--- config.mk ---
export PLATFORM = sky130hd
export DESIGN_NAME = dit_cell
export DESIGN_NICKNAME = d
export VERILOG_FILES = /design/src/sv/digram_index_table_macros.svh /design/src/sv/dit_pkg.sv /design/src/sv/dit_cell.sv
export SDC_FILE = /design/constraint.sdc
export NUM_CORES = 1
export LEC_CHECK = 0
export ABC_AREA = 1
export BUFFER_PORTS_ARGS = -buffer_cell sky130_fd_sc_hd__buf_2
export CAP_MARGIN = 20
export CORE_MARGIN = 2
export CORE_UTILIZATION = 49
export CTS_CLUSTER_DIAMETER = 50
export CTS_CLUSTER_SIZE = 12
export DETAILED_ROUTE_END_ITERATION = 7
export PLACE_DENSITY = 0.81
export SLEW_MARGIN = 40
export SYNTH_ARGS = -nofsm -noshare
export SYNTH_HDL_FRONTEND = slang
export SYNTH_SLANG_ARGS = --single-unit
--- constraint.sdc ---
create_clock -name clk -period 18.2 [get_ports clk]
set_input_delay 3.64 -clock clk [delete_from_list [all_inputs] [get_ports clk]]
set_output_delay 3.64 -clock clk [all_outputs]
set_load 0.005 [all_outputs]
--- src/sv/digram_index_table_macros.svh ---
// Assertion macros shared by the digram index table RTL.
// Depends on nothing; included by digram_index_table, the module that carries assertions.
`ifndef DIGRAM_INDEX_TABLE_MACROS_SVH
`define DIGRAM_INDEX_TABLE_MACROS_SVH

// Same-cycle implication, disabled while reset is asserted.
`define DIT_ASSERT_NOW(lbl, clk, rstn, ante, cons, msg) \
  lbl: assert property (@(posedge clk) disable iff (!(rstn)) (ante) |-> (cons)) \
    else $error(msg);

// Next-cycle implication, disabled while reset is asserted.
`define DIT_ASSERT_NEXT(lbl, clk, rstn, ante, cons, msg) \
  lbl: assert property (@(posedge clk) disable iff (!(rstn)) (ante) |=> (cons)) \
    else $error(msg);

`endif

--- src/sv/dit_pkg.sv ---
// Package for the digram index table: codes, token type and sizes.
// Depends on nothing; used by dit_cell and digram_index_table.
`default_nettype none

package dit_pkg;

  localparam int KEY_W           = 126;
  localparam int TABLE_DEPTH_DEF = 256;
  localparam int HANDLE_BITS_DEF = 16;

  localparam logic [1:0] REQ_LOOKUP = 2'd0;
  localparam logic [1:0] REQ_INSERT = 2'd1;
  localparam logic [1:0] REQ_DELETE = 2'd2;

  localparam logic [2:0] ST_MISS      = 3'd0;
  localparam logic [2:0] ST_HIT       = 3'd1;
  localparam logic [2:0] ST_INSERTED  = 3'd2;
  localparam logic [2:0] ST_PRESENT   = 3'd3;
  localparam logic [2:0] ST_NO_PAIR   = 3'd4;
  localparam logic [2:0] ST_DELETED   = 3'd5;
  localparam logic [2:0] ST_NOT_OWNER = 3'd6;
  localparam logic [2:0] ST_FULL      = 3'd7;

  // Operation broadcast to every cell while a search token walks the row.
  typedef enum logic [1:0] {
    OP_LOOKUP = 2'd0,
    OP_INSERT = 2'd1,
    OP_DELETE = 2'd2,
    OP_NONE   = 2'd3
  } dit_op_t;

  // Control part of the search token handed from cell to cell.
  typedef struct packed {
    logic active;
    logic hit;
    logic owner;
    logic free_seen;
  } dit_tok_t;

endpackage

`default_nettype wire

--- src/sv/dit_cell.sv ---
// One entry of the digram index table: stores a key, a handle and a valid bit,
// and updates the passing search token. Depends on dit_pkg.
`default_nettype none

module dit_cell #(
  parameter int HANDLE_BITS = dit_pkg::HANDLE_BITS_DEF,
  parameter int IDX_W       = 8,
  parameter int IDX         = 0
) (
  input  wire logic                      clk,
  input  wire logic                      rst_n,
  input  wire dit_pkg::dit_op_t          op_i,
  input  wire logic [dit_pkg::KEY_W-1:0] key_i,
  input  wire logic [HANDLE_BITS-1:0]    handle_i,
  input  wire logic                      wr_en_i,
  input  wire logic [IDX_W-1:0]          wr_idx_i,
  input  wire dit_pkg::dit_tok_t         tok_i,
  input  wire logic [IDX_W-1:0]          free_i,
  input  wire logic [HANDLE_BITS-1:0]    found_i,
  output dit_pkg::dit_tok_t              tok_o,
  output logic [IDX_W-1:0]               free_o,
  output logic [HANDLE_BITS-1:0]         found_o
);
  import dit_pkg::*;

  localparam logic [IDX_W-1:0] MY_IDX = IDX_W'(IDX);

  logic                   valid_r, valid_nxt;
  logic [KEY_W-1:0]       key_r;
  logic [HANDLE_BITS-1:0] handle_r;
  dit_tok_t               tok_r, tok_nxt;
  logic [IDX_W-1:0]       free_r, free_nxt;
  logic [HANDLE_BITS-1:0] found_r, found_nxt;
  logic                   match;
  logic                   wr_me;

  assign match = valid_r && (key_r == key_i);
  assign wr_me = wr_en_i && (wr_idx_i == MY_IDX);

  always_comb begin
    tok_nxt   = tok_i;
    free_nxt  = free_i;
    found_nxt = found_i;
    valid_nxt = valid_r;
    if (tok_i.active) begin
      case (op_i)
        OP_LOOKUP: begin
          if (match) begin
            tok_nxt.hit = 1'b1;
            found_nxt   = handle_r;
          end
        end
        OP_INSERT: begin
          if (match) begin
            tok_nxt.hit = 1'b1;
          end
          if (!valid_r && !tok_i.free_seen) begin
            tok_nxt.free_seen = 1'b1;
            free_nxt          = MY_IDX;
          end
        end
        OP_DELETE: begin
          // Keys are unique, so at most one cell can take the delete.
          if (match && (handle_r == handle_i)) begin
            tok_nxt.owner = 1'b1;
            valid_nxt     = 1'b0;
          end
        end
        default: begin
        end
      endcase
    end
    if (wr_me) begin
      valid_nxt = 1'b1;
    end
  end

  always_ff @(posedge clk) begin
    if (!rst_n) begin
      valid_r <= 1'b0;
      tok_r   <= '0;
    end else begin
      valid_r <= valid_nxt;
      tok_r   <= tok_nxt;
    end
    free_r  <= free_nxt;
    found_r <= found_nxt;
    if (wr_me) begin
      key_r    <= key_i;
      handle_r <= handle_i;
    end
  end

  assign tok_o   = tok_r;
  assign free_o  = free_r;
  assign found_o = found_r;

endmodule

`default_nettype wire

# Yosys cells after proc, flatten, opt, wreduce, memory -nomap -nowiden

Cells that the tools add are included.

Register bits: 171
Output and inout port bits: 28
Bits of input ports: 183
Logic and storage cells: 43

Reduce and logical (&&, ||, !) cells: 13
Muxes and demuxes: 17
Eq/ne operators: 4

Operator list:

| kind                 | number |
|---|---|
| $eq A126 B126 Y1     | 1 |
| $mux W16             | 3 |
| $mux W8              | 3 |
| $eq A16 B16 Y1       | 1 |
| $mux W1              | 10 |
| $logic_not A8 Y1     | 1 |
| $reduce_bool A2 Y1   | 3 |
| $logic_and A1 B1 Y1  | 4 |
| $mux W3              | 1 |
| $reduce_and A3 Y1    | 1 |
| $eq A2 B1 Y1 const B | 1 |
| $eq A2 B2 Y1 const B | 1 |
| $logic_not A1 Y1     | 2 |
| $logic_not A2 Y1     | 1 |
| $reduce_or A2 Y1     | 1 |

# Longest topological paths before layout

Gate-level depths: netlist of the first run.

Depth after elaboration: 7
Gate-level depth with buffers: 14
Mapped depth without buffers: 13

# Worst setup path before layout of the first run

Ideal clock, no wire load.

Kind: input -> register
Start: input port wr_idx_i[3]
End: register handle_r[0], enable pin
Data arrival time: 17.587 ns
Stages: 2
Required time: 17.189 ns
Slack: -0.397 ns
Path buffers: 0
Path through: or4_1 nor4_1

Cells in the longest elaborated chain, start to end: 2

Ends and longest elaborated chain:

| what                 | line           | RTL |
|---|---|---|
| start, declared      | dit_cell.sv:16 | `input wire logic [IDX_W-1:0] wr_idx_i,` |
| $logic_not A8 Y1     | dit_cell.sv:38 | `assign wr_me = wr_en_i && (wr_idx_i == MY_IDX);` |
| $logic_and A1 B1 Y1  | dit_cell.sv:38 |  |
| end signal, assigned | dit_cell.sv:90 | `handle_r <= handle_i;` |
| end, declared        | dit_cell.sv:30 | `logic [HANDLE_BITS-1:0] handle_r;` |

Every way passes these cells.
A chain may end at the register's enable or synchronous reset.

# Worst setup path in the final report of the first run

Start: input port key_i[70] in the netlist's numbering
End: register found_r[13], in the netlist found_o[13]

Cells in the longest elaborated chain, start to end: 5

Ends and longest elaborated chain:

| what                 | line           | RTL |
|---|---|---|
| start, declared      | dit_cell.sv:13 | `input wire logic [dit_pkg::KEY_W-1:0] key_i,` |
| $eq A126 B126 Y1     | dit_cell.sv:37 | `assign match = valid_r && (key_r == key_i);` |
| $logic_and A1 B1 Y1  | dit_cell.sv:37 |  |
| $mux W16             | dit_cell.sv:48 | `if (match) begin` |
| $mux W16             | dit_cell.sv:46 | `case (op_i)` |
| $mux W16             | dit_cell.sv:45 | `if (tok_i.active) begin` |
| via found_nxt[13]    | dit_cell.sv:33 | `logic [HANDLE_BITS-1:0] found_r, found_nxt;` |
| end signal, assigned | dit_cell.sv:87 | `found_r <= found_nxt;` |
| end, declared        | dit_cell.sv:33 |  |

The timed path passes the listed nets, and every way through them passes these cells.

==> results of run 1 <==
==> cells in the mapped netlist, drive strengths merged <==
library cell,instances
nand4,44
a21oi,5
buf,2
clkbuf,3
or4,1
nand2,444
inv,234
and2,4
xor2,16
or2,1
nor4,1
nor2,127
o22ai,1
dfxtp,29
clkinv,1
edfxtp,142
nor3,2
o21ai,18
nand3,7
xnor2,47
==> registers in the layout (all words and copies together) (netlist names) <==
signal and cells:
key_r 126, found_o 16, handle_r 16, free_o 8, tok_o 4, valid_r 1
==> worst max-delay path: cells and delay by family <==
| family | cells | cell delay [ns] |
|---|---|---|
| simple gates | 10 | 1.50 |
| buf+inv | 1 | 0.11 |
| xor+xnor | 1 | 0.36 |
==> worst max-delay path by stage <==
stage / start / end / cells past startpoint
4_1_cts: key_i[70] / found_o[13] / 12
5_1_grt: key_i[70] / found_o[13] / 12
3_3_place_gp: key_i[70] / found_o[7] / 12
6_report: key_i[70] / found_o[13] / 12
3_5_place_dp: key_i[70] / found_o[13] / 12
2_1_floorplan: wr_idx_i[3] / handle_r[0] / 2
==> area by class of cell <==
type                    instances  area [sq um]  share of cell area [%]
diodes                          3         7.507                 0.06899
inverters                     235         882.1                   8.106
well taps                     229         286.5                   2.633
clock inverters                15         140.1                   1.288
flip-flops and latches        171          4845                   44.52
repair buffers                212          1079                   9.911
multi-input cells             718          3217                   29.56
clock buffers                  17         425.4                   3.909
==> power by group <==
group / leakage, nW / switching (W) / internal, W / total (W)
Combinational: 3.74 / 0.0000469 / 0.0000327 / 0.0000796
Sequential: 1.52 / 0.00000117 / 0.000427 / 0.000428
Clock: 0.282 / 0.000175 / 0.000183 / 0.000357
Total: 5.54 / 0.000223 / 0.000642 / 0.000865
==> stage by stage <==
| stage | hold WS (ns) | total power, W | util [%] | cell area, sq um |
|---|---|---|---|---|
| global route | 0.4794 | 0.0008954 | 60.58 | 10880 |
| global placement | 0.4489 | 0.0005125 | 57.39 | 10310 |
| finish | 0.4638 | 0.0008650 | 60.58 | 10880 |
| detailed placement | 0.4525 | 0.0005152 | 57.39 | 10310 |
| CTS | 0.4633 | 0.0008669 | 60.53 | 10870 |
| floorplan | 0.4403 | 0.0004713 | - | 8965 |
==> per-layer routing <==
layer  global-route usage [%]  up-vias
li1                         -     3919
met2                    41.95      345
met1                    33.43     3528
met3                    5.540       55
met4                    11.11        2
met5                        0        -
==> kinds of logic (layout without fill, tap and decap cells) <==
| logic type | Yosys count | count (layout) | share of synthesized area (%) |
|---|---|---|---|
| XOR/XNOR | 63 | 63 | 6.159 |
| flip-flops | 171 | 171 | 54.08 |
| other | 0 | 3 | 0 |
| AO/OA/AOI/OAI | 24 | 24 | 1.355 |
| buffers and inverters | 240 | 479 | 10.18 |
| AND/OR/NAND/NOR | 631 | 631 | 28.23 |
==> layout by cell type, fill, tap and decap left out, types with 5 or more instances in the layout <==
master and instances:
nand2_1 444, inv_1 234, buf_2 210, edfxtp_1 142, nor2_1 126, xnor2_1 47
nand4_1 44, dfxtp_1 29, o21ai_0 17, clkbuf_16 17, xor2_1 16, nand3_1 6
inv_8 6, a21oi_1 5, inv_6 5
==> impl_metrics.toml, run 1 <==
[status]
status = "finished clean"

[timing]
tightest_slew_ns = 0.8266
maxSlewViolCount = 0
maxSlewHeadroom_pct = 44.89
fin_ws_ns = 12.92
tns_ns = 0
rsz0062_at_grt = "false"
fmax_ghz = 0.1893
setup_viol = 0
skew_ns = 0.008858
period_share_pct = 29.03
period_minus_slack_ns = 5.284
hold_viol_final = 0

[critical_path]
timing.rr.end = "found_o[13]"
cpMaxStageDelayCell = "nor2_4"
path_max_fanout = 18
cp.required_ns = 18.53
crit_type = "primary input to flop"
cp_common_cell = "nand2_1"
endpoint_kind = "flop"
arrival_ns = 5.62
cp_slowest_stage_delay_ns = 0.37
rrSetupSlack_ns = 15.84
r2r-start = "key_r[70]"
crit_chain = "buf_2, xnor2_1, and2_0, nand2_1, nor2_1, nand2_1, nor2_1, nand2_1, nor2_4, nand3_4, nand2_1, nand2_1"
startpoint_type = "primary input"
rr_worst_depth = 11

[clock_network]
numCtsBuffers = 17
htree_levels = 4
clock_latency_ns = 0.44
cts.sinks = 171
cts_root_buf = "clkbuf_16"
clk_pin_slew_worst_paths_ns = 0.08
ctsHoldBuffers = 0
cts_resized = 0
cts_tree = "yes"
clock_path_buffers = 2
cts_setup_buffers = 0

[pwr]
power_density_nw_per_um2 = 79.49
leakagePower_nw = 5.543
ir_drop_mv = 0.06391

[grt]
first_global_vias = 7694
grt_usage_pct = 25.74
antenna_found_initial = 4
grt_start_max_net_pins = 144
gr-total-overflow = 0
grt_first_pass_wirelength_microns = 38390

[finish]
drive_above_1_share_pct = 18.13
layout.nets = 1538
area_delta_synth_final_pct = 21.47
fill_cells = 1562
instances_no_fill = 1600

[placed_design]
place.gp.congestion = 0.9602
dp_hpwl_microns = 19480
io_buffers = 210
post-place-ws_ns = 12.42
place_inst = 1565

[drt]
antenna_left = 0
dr_wl_met3_microns = 2331
met1Wirelength_microns = 9944
drc = 0
drt_wl_total_microns = 24740
top_layer_used = "met5"
wl_met2_microns = 11560
wl_per_cell_microns = 15.46
vias = 7849
drt_pass1_iterations = 6
viasPerCell = 4.906
drt_iter0_drc = 839

[min_path]
hp-class = "flop to flop"
min_from = "valid_r"
hold_depth = 2
holdPathEnd = "valid_r"

[floorplanning]
start_util_pct = 49.87
die_w_microns = 139.2
die-area_sq_um = 19380
ios = 211
fp.dieH_microns = 139.2
core_area_sq_um = 17960
fp-row-count = 49

[logic_synthesis]
yosysTopAreaCellShare_pct = 47.60
syn_avg_cell_area_sq_um = 7.935
netlist_instances = 1129
yosys.area.top_type = "edfxtp_1"
yosysWarnings = 0
ys_types = 25
synth-seq-cells = 171
synth_area_leaders = "edfxtp_1 48%, nand2_1 19%, inv_1 9.8%, dfxtp_1 6.5%, nor2_1 5.3%"
netlist_area_sq_um = 8959
synth_seq_area_share_pct = 54.08
syn-num-nets = 1312

[flow_run]
max_cap_violations = 0
Note: power is estimated with default switching activity, not from simulation.
==> run 2, diff against run 1 <==
Clock period 18.2 ns to 4.72 ns, I/O delays scaled along.
==> run 2 against run 1 <==
  * Cell count stayed put
  * Power rose to 3.9 times the previous value
  * Clock skew grew 0.0017 ns
  * Wire length up 2.8%
  * Non-clock buffer count is the same
  * Combinational power increased to 3.9 times the previous value
  * Global-route usage increased by 0.70 points
  * Via count fell by 0.97%
  * First-iteration DRC count fell by 10%
==> impl_metrics.toml, run 2 (synthesis results as in run 1) <==
[floorplanning]
fp-row-count = 49
die_w_microns = 139.2
ios = 211
core_area_sq_um = 17960
fp.dieH_microns = 139.2
start_util_pct = 49.87
die-area_sq_um = 19380

[critical_path]
r2r-start = "key_r[78]"
endpoint_kind = "flop"
crit_buf_inv = 1
worst_path_dominant_cell_family = "simple AND/OR/NAND/NOR gates"
cp_slowest_stage_delay_ns = 0.40
crit_type = "primary input to flop"
path_max_fanout = 18
crit_cells = 11
rr_worst_depth = 10
startpoint_type = "primary input"
cpMaxStageDelayCell = "nor2_4"
cp.required_ns = 5.06
arrival_ns = 3.01
rrSetupSlack_ns = 2.28
cp_common_cell = "nand2_1"
crit_chain = "buf_2, xnor2_1, nand4_1, nor2_1, nand2_1, nor2_1, nand2_1, nor2_4, nand3_4, nand2_1, nand2_1"
timing.rr.end = "found_o[10]"

[status]
status = "finished clean"

[timing]
period_share_pct = 56.56
period_minus_slack_ns = 2.669
tns_ns = 0
fmax_ghz = 0.3746
rsz0062_at_grt = "false"
setup_viol = 0
maxSlewHeadroom_pct = 44.95
tightest_slew_ns = 0.8258
hold_viol_final = 0
hold_slack_ns = 0.4892
maxSlewViolCount = 0
skew_ns = 0.01052

[grt]
grt_usage_pct = 26.44
gr-total-overflow = 0
grt_start_max_net_pins = 144
first_global_vias = 7832
grt_first_pass_wirelength_microns = 39410
antenna_found_initial = 3

[pwr]
power_density_nw_per_um2 = 310.8
ir_drop_mv = 0.3993
comb_power_share_pct = 9.1
swShare_pct = 25.68
pwr-share-clk_pct = 42.3
netSwitchingPower_w = 0.0008726
sequentialPowerShare_pct = 48.6
leakagePower_nw = 5.561
p_int_w = 0.002525

[drt]
vias = 7773
antenna_left = 0
wl_per_cell_microns = 15.90
drt_iter0_drc = 752
drc = 0
drt_pass1_iterations = 5
viasPerCell = 4.858
drt_wl_total_microns = 25440

[finish]
layout.nets = 1538
drive_above_1_share_pct = 18.27
final_common_cell = "nand2_1"
area_delta_synth_final_pct = 22.01
regMostFlops = "key_r"
largest_reg_flops = 126
final_cell_mix = "444 x nand2_1, 234 x inv_1, 210 x buf_2"
seq_area_sq_um = 4845
multiInputGateArea_sq_um = 3223
instances_no_fill = 1600
fill_cells = 1584

[min_path]
holdPathEnd = "valid_r"
hp-class = "flop to flop"
min_from = "valid_r"
hold_depth = 2

[clock_network]
clock_latency_ns = 0.45
clock_path_buffers = 2
htree_levels = 4
clk_pin_slew_worst_paths_ns = 0.08
cts_root_buf = "clkbuf_16"
cts_setup_buffers = 0
numCtsBuffers = 17
ctsHoldBuffers = 0
cts_tree = "yes"
cts.sinks = 171
cts_resized = 0

[placed_design]
place.gp.congestion = 0.9522
place_inst = 1565
dp_hpwl_microns = 19960
io_buffers = 210

[flow_run]
max_cap_violations = 0
## run 2: cell types whose count changed in the layout (fill, tap and decap cells not counted), moves of 2 or more
cell / delta
inv_8: -3
inv_4: -2
clkinv_8: +3
clkinv_4: +2
## run 2: area by class of cell
class                   instances  area share (%)
clock inverters                13           1.316
repair buffers                212           9.867
inverters                     235           8.070
well taps                     229           2.621
multi-input cells             718           29.49
diodes                          3         0.06868
clock buffers                  19           4.247
flip-flops and latches        171           44.32
## run 2: how the worst max path moves through the flow
stage,from,to
6_report,key_i[78],found_o[10]
4_1_cts,key_i[70],found_o[10]
3_5_place_dp,key_i[26],found_o[10]
5_1_grt,key_i[70],found_o[9]
3_3_place_gp,key_i[70],found_o[0]
2_1_floorplan,wr_idx_i[3],handle_r[0]
## run 2: layer usage
metal	vias up	global-route usage [%]	share of wire, %
met1	3519	33.53	41
met3	49	6.022	8.1
li1	3903	-	-
met2	302	44.41	48
met5	-	0	0
met4	0	10.05	2.9
## run 2: power groups by stage
stage	Sequential (W)	Combinational, W	Clock (W)
after global routing	0.00165	0.000345	0.00150
after detailed placement	0.00168	0.000305	0
after CTS	0.00165	0.000307	0.00144
after floorplan	0.00169	0.000130	0
after global placement	0.00168	0.000296	0
final	0.00165	0.000310	0.00144
## run 2: per-stage QoR
| stage | util (%) | instance area (sq um) | setup slack (ns) | power (W) |
|---|---|---|---|---|
| global route | 60.82 | 10930 | 1.860 | 0.003496 |
| detailed placement | 57.41 | 10310 | 1.651 | 0.001989 |
| floorplan | - | 8977 | -1.725 | 0.001817 |
| finish | 60.85 | 10930 | 2.051 | 0.003397 |
| global placement | 57.41 | 10310 | 1.673 | 0.001980 |
| CTS | 60.79 | 10920 | 2.085 | 0.003402 |
## run 2: worst min-delay path: stages, from the launching register on
cell and delay, ns:
dfxtp_1 0.32, nand2_1 0.06, a21oi_1 0.06
==> run 3, diff against run 2 <==
Clock period 4.72 ns to 2.4 ns, I/O delays scaled along.
==> run 3 against run 2 <==
  * Flip-flop and latch count unchanged
  * Critical path depth is 1 lower
  * Via count rose by 1.3%
  * Die area did not move
  * First-iteration DRC count is 0.80% lower
  * Sequential power up 97%
  * Setup slack worse by 1.7 ns
  * Critical endpoint is now tok_o[2]
  * Largest cell class unchanged
==> impl_metrics.toml, run 3 (synthesis results as in run 1) <==
[status]
status = "finished clean"

[placed_design]
post-place-ws_ns = 0.1460
place.gp.congestion = 0.9720
io_buffers = 210
dp_hpwl_microns = 20100
place_inst = 1575

[pwr]
leakagePower_nw = 5.622
ir_drop_mv = 0.5536
power_density_nw_per_um2 = 602.0

[timing]
period_minus_slack_ns = 2.081
hold_viol_final = 0
hold_slack_ns = 0.2247
maxSlewViolCount = 0
period_share_pct = 86.73
fmax_ghz = 0.4804
setup_viol = 0
fin_ws_ns = 0.3186
rsz0062_at_grt = "false"
skew_ns = 0.01268
tightest_slew_ns = 0.6021
maxSlewHeadroom_pct = 59.71

[floorplanning]
die-area_sq_um = 19380
core_area_sq_um = 17960
fp.dieH_microns = 139.2
die_w_microns = 139.2
ios = 211
fp-row-count = 49
start_util_pct = 49.87

[critical_path]
endpoint_kind = "flop"
arrival_ns = 2.45
crit_type = "flop to flop"
path_max_fanout = 17
cp.required_ns = 2.77
startpoint_type = "flop"

[clock_network]
cts_setup_buffers = 0
cts.sinks = 171
clock_path_buffers = 2
clk_pin_slew_worst_paths_ns = 0.07
ctsHoldBuffers = 0
cts_resized = 0
numCtsBuffers = 17
htree_levels = 4
clock_latency_ns = 0.44
cts_tree = "yes"
cts_root_buf = "clkbuf_16"

[drt]
drt_wl_total_microns = 25150
vias = 7876
viasPerCell = 4.898
wl_per_cell_microns = 15.64
antenna_left = 0
drt_pass1_iterations = 7
drc = 0
drt_iter0_drc = 746

[min_path]
hp-class = "primary input to flop"

[grt]
antenna_found_initial = 2
first_global_vias = 7758
grt_first_pass_wirelength_microns = 39470
gr-total-overflow = 0
grt_usage_pct = 26.60
grt_start_max_net_pins = 37

[finish]
instances_no_fill = 1608
final_common_cell = "nand2_1"
largest_reg_flops = 126
regMostFlops = "key_r"
drive_above_1_share_pct = 18.65
fill_cells = 1546
area_delta_synth_final_pct = 23.03
layout.nets = 1548
final_cell_mix = "444 x nand2_1, 234 x inv_1, 210 x buf_2"

[flow_run]
max_cap_violations = 0
## run 3: cell count changes in the layout (fill, tap and decap cells not counted)
| cell | previous run | this run |
|---|---|---|
| buf_4 | 1 | 8 |
| inv_6 | 4 | 0 |
| buf_12 | 1 | 4 |
| clkinv_2 | 0 | 3 |
| clkinv_8 | 3 | 0 |
| inv_8 | 3 | 0 |
| clkbuf_1 | 0 | 2 |
| diode_2 | 3 | 1 |
| inv_4 | 0 | 2 |
| bufinv_16 | 0 | 1 |
| clkbuf_16 | 18 | 19 |
| clkbuf_8 | 1 | 2 |
| nor2_1 | 125 | 126 |
| nor2_2 | 1 | 0 |
## run 3: path summary, 6_finish.rpt
kind	startpoint	end	slack, ns	depth (start not counted)
worst max-delay path	key_r[84]	tok_o[2]	0.32	10
worst min-delay path	free_i[6]	free_o[6]	0.22	3
worst max register to register	key_r[84]	tok_o[2]	0.32	10
worst min register to register	valid_r	valid_r	0.48	2
## run 3: routing by layer
layer	vias up	global-route usage [%]	part of all wire (%)
met5	-	0	0
met4	0	11.43	3.9
met3	57	5.919	8.6
met2	344	43.06	46
met1	3555	34.69	41
li1	3920	-	-
## run 3: report_power, final
part	total (W)	internal [W]	switching, W
registers	0.00325	0.00324	0.00000995
clock network	0.00277	0.00161	0.00116
logic	0.000614	0.000251	0.000363
total	0.00663	0.00510	0.00154
## run 3: through the flow
step	TNS [ns]	total power, W	utilization [%]	area (sq um)
2_1_floorplan	-511.99	0.003574	-	8977
3_3_place_gp	0	0.003901	58.03	10430
3_5_place_dp	0	0.003915	58.03	10430
4_1_cts	0	0.006650	61.34	11020
5_1_grt	0	0.006841	61.36	11020
6_report	0	0.006635	61.36	11020
## run 3: worst max-delay path, stage by stage, from the launching register on
cell and delay, ns:
edfxtp_1 0.38, xnor2_1 0.43, nand3_1 0.14, nor2_1 0.13, nand2_1 0.06, nor2_1 0.12
nand2_1 0.10, nor2_4 0.18, buf_4 0.24, nand2_1 0.08, a21oi_1 0.13
## run 3: area by class of cell
class	instances	area, sq um	share of cell area (%)
timing repair buffer	222	1191	10.81
antenna	1	2.502	0.02270
sequential	171	4845	43.96
clock buffer	23	510.5	4.632
tap	229	286.5	2.600
inverter	235	882.1	8.003
clock inverter	9	83.83	0.7606
multi-input combinational	718	3221	29.22
